## config.mk

```make
export PLATFORM = sky130hd
export DESIGN_NAME = i2ctd_slave_table
export DESIGN_NICKNAME = d
export VERILOG_FILES = /design/src/rtl/i2c_transaction_demux_defines.svh /design/src/rtl/i2ctd_pkg.sv /design/src/rtl/i2ctd_slave_table.sv
export SDC_FILE = /design/constraint.sdc
export NUM_CORES = 1
export LEC_CHECK = 0
export ABC_AREA = 1
export ABC_CLOCK_PERIOD_IN_PS = 2800
export BUFFER_PORTS_ARGS = -buffer_cell sky130_fd_sc_hd__buf_2
export CORE_UTILIZATION = 38
export DETAILED_ROUTE_END_ITERATION = 10
export SYNTH_ARGS = -nofsm -noshare
export SYNTH_HDL_FRONTEND = slang
export SYNTH_SLANG_ARGS = --single-unit
```

## constraint.sdc

```tcl
create_clock -name clk -period 2.8 [get_ports clk]
set_input_delay 0.56 -clock clk [delete_from_list [all_inputs] [get_ports clk]]
set_output_delay 0.56 -clock clk [all_outputs]
set_load 0.1 [all_outputs]
```

## src/rtl/i2c_transaction_demux_defines.svh

```systemverilog
// assertion macros for the i2c transaction demux
// define NO_ASSERTIONS to compile them out
`ifndef I2C_TRANSACTION_DEMUX_DEFINES_SVH
`define I2C_TRANSACTION_DEMUX_DEFINES_SVH

`ifndef NO_ASSERTIONS

// property that must hold at every clock edge outside reset
`define I2CTD_ASSERT(name, clk_s, rstn_s, prop, msg) \
  name: assert property (@(posedge clk_s) disable iff (!rstn_s) (prop)) else $error(msg);

// consequent must hold in the cycle after the antecedent
`define I2CTD_ASSERT_NEXT(name, clk_s, rstn_s, ante, cons, msg) \
  name: assert property (@(posedge clk_s) disable iff (!rstn_s) (ante) |=> (cons)) \
    else $error(msg);

`else

`define I2CTD_ASSERT(name, clk_s, rstn_s, prop, msg)
`define I2CTD_ASSERT_NEXT(name, clk_s, rstn_s, ante, cons, msg)

`endif

`endif

```

## src/rtl/i2ctd_pkg.sv

```systemverilog
`timescale 1ns / 1ps

package i2ctd_pkg;

  // default table sizes
  localparam int SLAVE_SLOTS_DEF  = 128;
  localparam int PACKET_SLOTS_DEF = 32;

  // field widths
  localparam int KIND_W   = 4;
  localparam int SAMPLE_W = 64;
  localparam int BYTES_W  = 64;
  localparam int COUNT_W  = 4;
  localparam int ADDR_W   = 8;
  localparam int STREAM_W = 7;
  localparam int MAX_BYTES = 8;

  // command codes
  localparam logic [KIND_W-1:0] KIND_ADDR_READ  = 4'd0;
  localparam logic [KIND_W-1:0] KIND_ADDR_WRITE = 4'd1;
  localparam logic [KIND_W-1:0] KIND_STOP       = 4'd2;

  // one buffered packet
  typedef struct packed {
    logic [KIND_W-1:0]   kind;
    logic [SAMPLE_W-1:0] start_smp;
    logic [SAMPLE_W-1:0] end_smp;
    logic [BYTES_W-1:0]  bytes;
    logic [COUNT_W-1:0]  count;
  } pkt_t;

  // sequencer states
  typedef enum logic [2:0] {
    ST_IDLE,
    ST_LOOK_RD,
    ST_LOOK_CMP,
    ST_FLUSH_RD,
    ST_FLUSH_OUT
  } i2ctd_state_t;

  // clamp a byte count to eight
  function automatic logic [COUNT_W-1:0] sat_count(logic [COUNT_W-1:0] n);
    logic [COUNT_W-1:0] r;
    r = (n > COUNT_W'(MAX_BYTES)) ? COUNT_W'(MAX_BYTES) : n;
    return r;
  endfunction

  // zero the bytes at or above the count
  function automatic logic [BYTES_W-1:0] keep_bytes(logic [BYTES_W-1:0] v,
                                                     logic [COUNT_W-1:0] n);
    logic [BYTES_W-1:0] m;
    m = '0;
    for (int b = 0; b < MAX_BYTES; b++) begin
      if (COUNT_W'(b) < n) m[b*8 +: 8] = 8'hFF;
    end
    return v & m;
  endfunction

endpackage

```

## src/rtl/i2ctd_slave_table.sv

```systemverilog
`timescale 1ns / 1ps

module i2ctd_slave_table #(
  parameter int SLAVE_SLOTS = i2ctd_pkg::SLAVE_SLOTS_DEF,
  parameter int IDX_W       = (SLAVE_SLOTS > 1) ? $clog2(SLAVE_SLOTS) : 1
) (
  input  logic                       clk,
  input  logic                       wr_en,
  input  logic [IDX_W-1:0]           wr_idx,
  input  logic [i2ctd_pkg::ADDR_W-1:0] wr_addr,
  input  logic                       rd_en,
  input  logic [IDX_W-1:0]           rd_idx,
  input  logic [i2ctd_pkg::ADDR_W-1:0] key,
  output logic                       match
);
  import i2ctd_pkg::*;

  logic [ADDR_W-1:0] mem [SLAVE_SLOTS];
  logic [ADDR_W-1:0] rd_data_r;

  // table store
  always_ff @(posedge clk) begin
    if (wr_en) mem[wr_idx] <= wr_addr;
  end

  // registered read port
  always_ff @(posedge clk) begin
    if (rd_en) rd_data_r <= mem[rd_idx];
  end

  // shared comparator against the address being looked up
  assign match = (rd_data_r == key);

endmodule

```

==> flow_summary.json <==
{
  "outcome": "finished clean",
  "synth_top_area_share_pct": 73.1,
  "final_util_pct": 44.2,
  "cp_data_arrival_time_ns": 2.15,
  "required_ns": 2.24,
  "fin_skew_ns": 0.0199,
  "routed_wl_um": 118000,
  "synth_area_sq_um": 42400,
  "drive_gt1_share_pct": 11.6,
  "grt_remaining_overflow": 0,
  "antenna_found_initial": 4,
  "insertion_delay_ns": 0.68,
  "hold_buffers": 0,
  "htree_levels": 3,
  "synth.ff_latch_count": 1032,
  "relSlewSlack_pct": 44.2,
  "dp.cells": 5144,
  "multi_input_area_sq_um": 9850,
  "slowest_stage": "edfxtp_1",
  "area_growth_pct": 15.4,
  "finalNonFillerCells": 5339,
  "wl_met2_um": 53400,
  "p_per_area_nw_per_um2": 676,
  "pin_count": 34,
  "rsz0062_at_grt": "false",
  "num_vias": 28301,
  "yosysSeqAreaShare_pct": 73.1,
  "cts_buffers": 106,
  "cpPeakStageDelay_ns": 0.49,
  "placed_area_sq_um": 45600,
  "critical_path.cell_chain": "xnor2_1, nand4_1, nor2_1, buf_2",
  "pre_cts_ws_ns": 0.0394,
  "leakage_nw": 17.5,
  "fin_area_sq_um": 48900,
  "whs_ns": 0.298,
  "fmax_mhz": 368,
  "avgSynthCellArea_sq_um": 11.8,
  "power.total_mw": 33.0,
  "setup_viol": 0,
  "firstDrtPassIters": 7,
  "grt_pass1_vias": 27162,
  "path_buf_inv": 1,
  "start_kind": "register",
  "die_w_um": 336,
  "post_cts_buffers": 0,
  "critPathKind": "reg2out",
  "num-fill-cells": 10049,
  "worst_setup_path_end_kind": "output pin",
  "hold_class": "in2reg",
  "coreArea_sq_um": 111000,
  "clkTransAtPathRegs_ns": 0.07,
  "drcViolationCount": 0,
  "clock_sinks": 1032,
  "cts_tree": "built",
  "dpl.hpwl_um": 71200,
  "area.sequential_sq_um": 31000,
  "maxCapViolations": 0,
  "tns_ns": 0,
  "cts_root_buf": "clkbuf_16",
  "met1_length_um": 50900,
  "drt_iter0_markers": 3411,
  "die_h_um": 336,
  "syn_inst": 3586,
  "yosysWarnings": 0,
  "synth.largest_area_cell": "edfxtp_1",
  "start_util_pct": 38.3,
  "finalHoldViolCount": 0,
  "grt_pass1_wl_um": 176000,
  "worst_pin_slew_ns": 0.835,
  "cts_resized": 0,
  "place_congestion": 0.863,
  "numPortBuffers": 33,
  "synth_cell_types": 16,
  "wl_met3_um": 10500,
  "cp_max_fo": 1,
  "via_per_inst": 5.30,
  "row_count": 122,
  "fin_nets": 3797,
  "postRouteAntennaNets": 0,
  "fin_ws_ns": 0.0850,
  "synth_area_leaders": "edfxtp_1, nand3_1, nand2_1, buf_2, buf_6",
  "vdd_drop_max_mv": 0.455,
  "synthesis.nets": 3619,
  "die_area_sq_um": 113000,
  "finalCriticalPeriod_ns": 2.71,
  "wire_per_inst_um": 22.1,
  "grt_max_degree": 88,
  "track_usage_pct": 20.9,
  "clockBufferDepth": 3,
  "top_layer": "met5",
  "crit_family": "flip-flops",
  "period_share_pct": 97.0,
  "slew_violations": 0
}
## where the power goes
part,total [mW],switching [mW],internal [mW]
registers,17.1,0.0269,17.1
logic,2.19,1.60,0.589
clock network,13.8,5.88,7.87
## cells in the final DEF (no fill, tap or decap), types with 2 or more instances in the layout
cell type / n
nand2_1: 1215
edfxtp_1: 1032
nand3_1: 931
buf_4: 234
nor2_1: 135
clkbuf_16: 106
buf_12: 43
clkbuf_1: 28
clkinv_1: 22
buf_2: 22
inv_1: 20
clkinv_2: 16
bufinv_16: 10
nor3_1: 8
xnor2_1: 8
diode_2: 5
inv_16: 3
inv_6: 3
nand4_1: 2
clkinvlp_4: 2
## cells by family after synthesis
family / after synthesis / synth area share [%]
simple gates: 2291 / 23.1
buf+inv: 255 / 3.63
xor+xnor: 8 / 0.165
flops: 1032 / 73.1
## synthesized netlist by cell type
library cell / n
nand2_1: 1215
xnor2_1: 8
buf_4: 8
buf_2: 126
buf_6: 49
edfxtp_1: 1032
clkbuf_1: 29
buf_8: 2
nor3_1: 8
nand3_1: 931
inv_6: 1
nand4_1: 2
nor2_1: 135
buf_1: 17
inv_2: 2
inv_1: 21
## registers in the layout, indices dropped and copies added (netlist names)
| name | flops |
|---|---|
| mem | 1024 |
| rd_data_r | 8 |
## final cells by class
type | count | share of cell area (%)
Clock buffer | 134 | 5.64
Tap cell | 1488 | 3.81
Inverter | 24 | 0.238
Multi-Input combinational cell | 2299 | 20.1
Sequential cell | 1032 | 63.4
Clock inverter | 56 | 1.15
Timing Repair Buffer | 301 | 5.64
Antenna cell | 5 | 0.0256
## final timing paths
path / start / to / slack, ns / cells after the start
max: rd_data_r[0]$_DFFE_PP_ / match / 0.09 / 4
min: rd_en / rd_data_r[7]$_DFFE_PP_ / 0.30 / 1
max reg2reg: mem[71][3]$_DFFE_PP_ / rd_data_r[3]$_DFFE_PP_ / 0.94 / 10
min reg2reg: mem[40][7]$_DFFE_PP_ / rd_data_r[7]$_DFFE_PP_ / 1.01 / 10
## worst register-to-register path, cell delays in order, from the launching register on
cell      delay [ns]
edfxtp_1        0.37
nand2_1         0.07
nand3_1         0.08
nand3_1         0.16
nand3_1         0.15
nand2_1         0.17
nand2_1         0.12
nand3_1         0.21
nand2_1         0.14
nand2_1         0.10
nand2_1         0.06
## per-layer routing
metal | vias up | global-route usage, %
li1 | 12988 | -
met1 | 13840 | 30.2
met2 | 1257 | 32.1
met3 | 210 | 3.74
met4 | 6 | 6.02
met5 | - | 0
(Power assumes the default switching activity.)
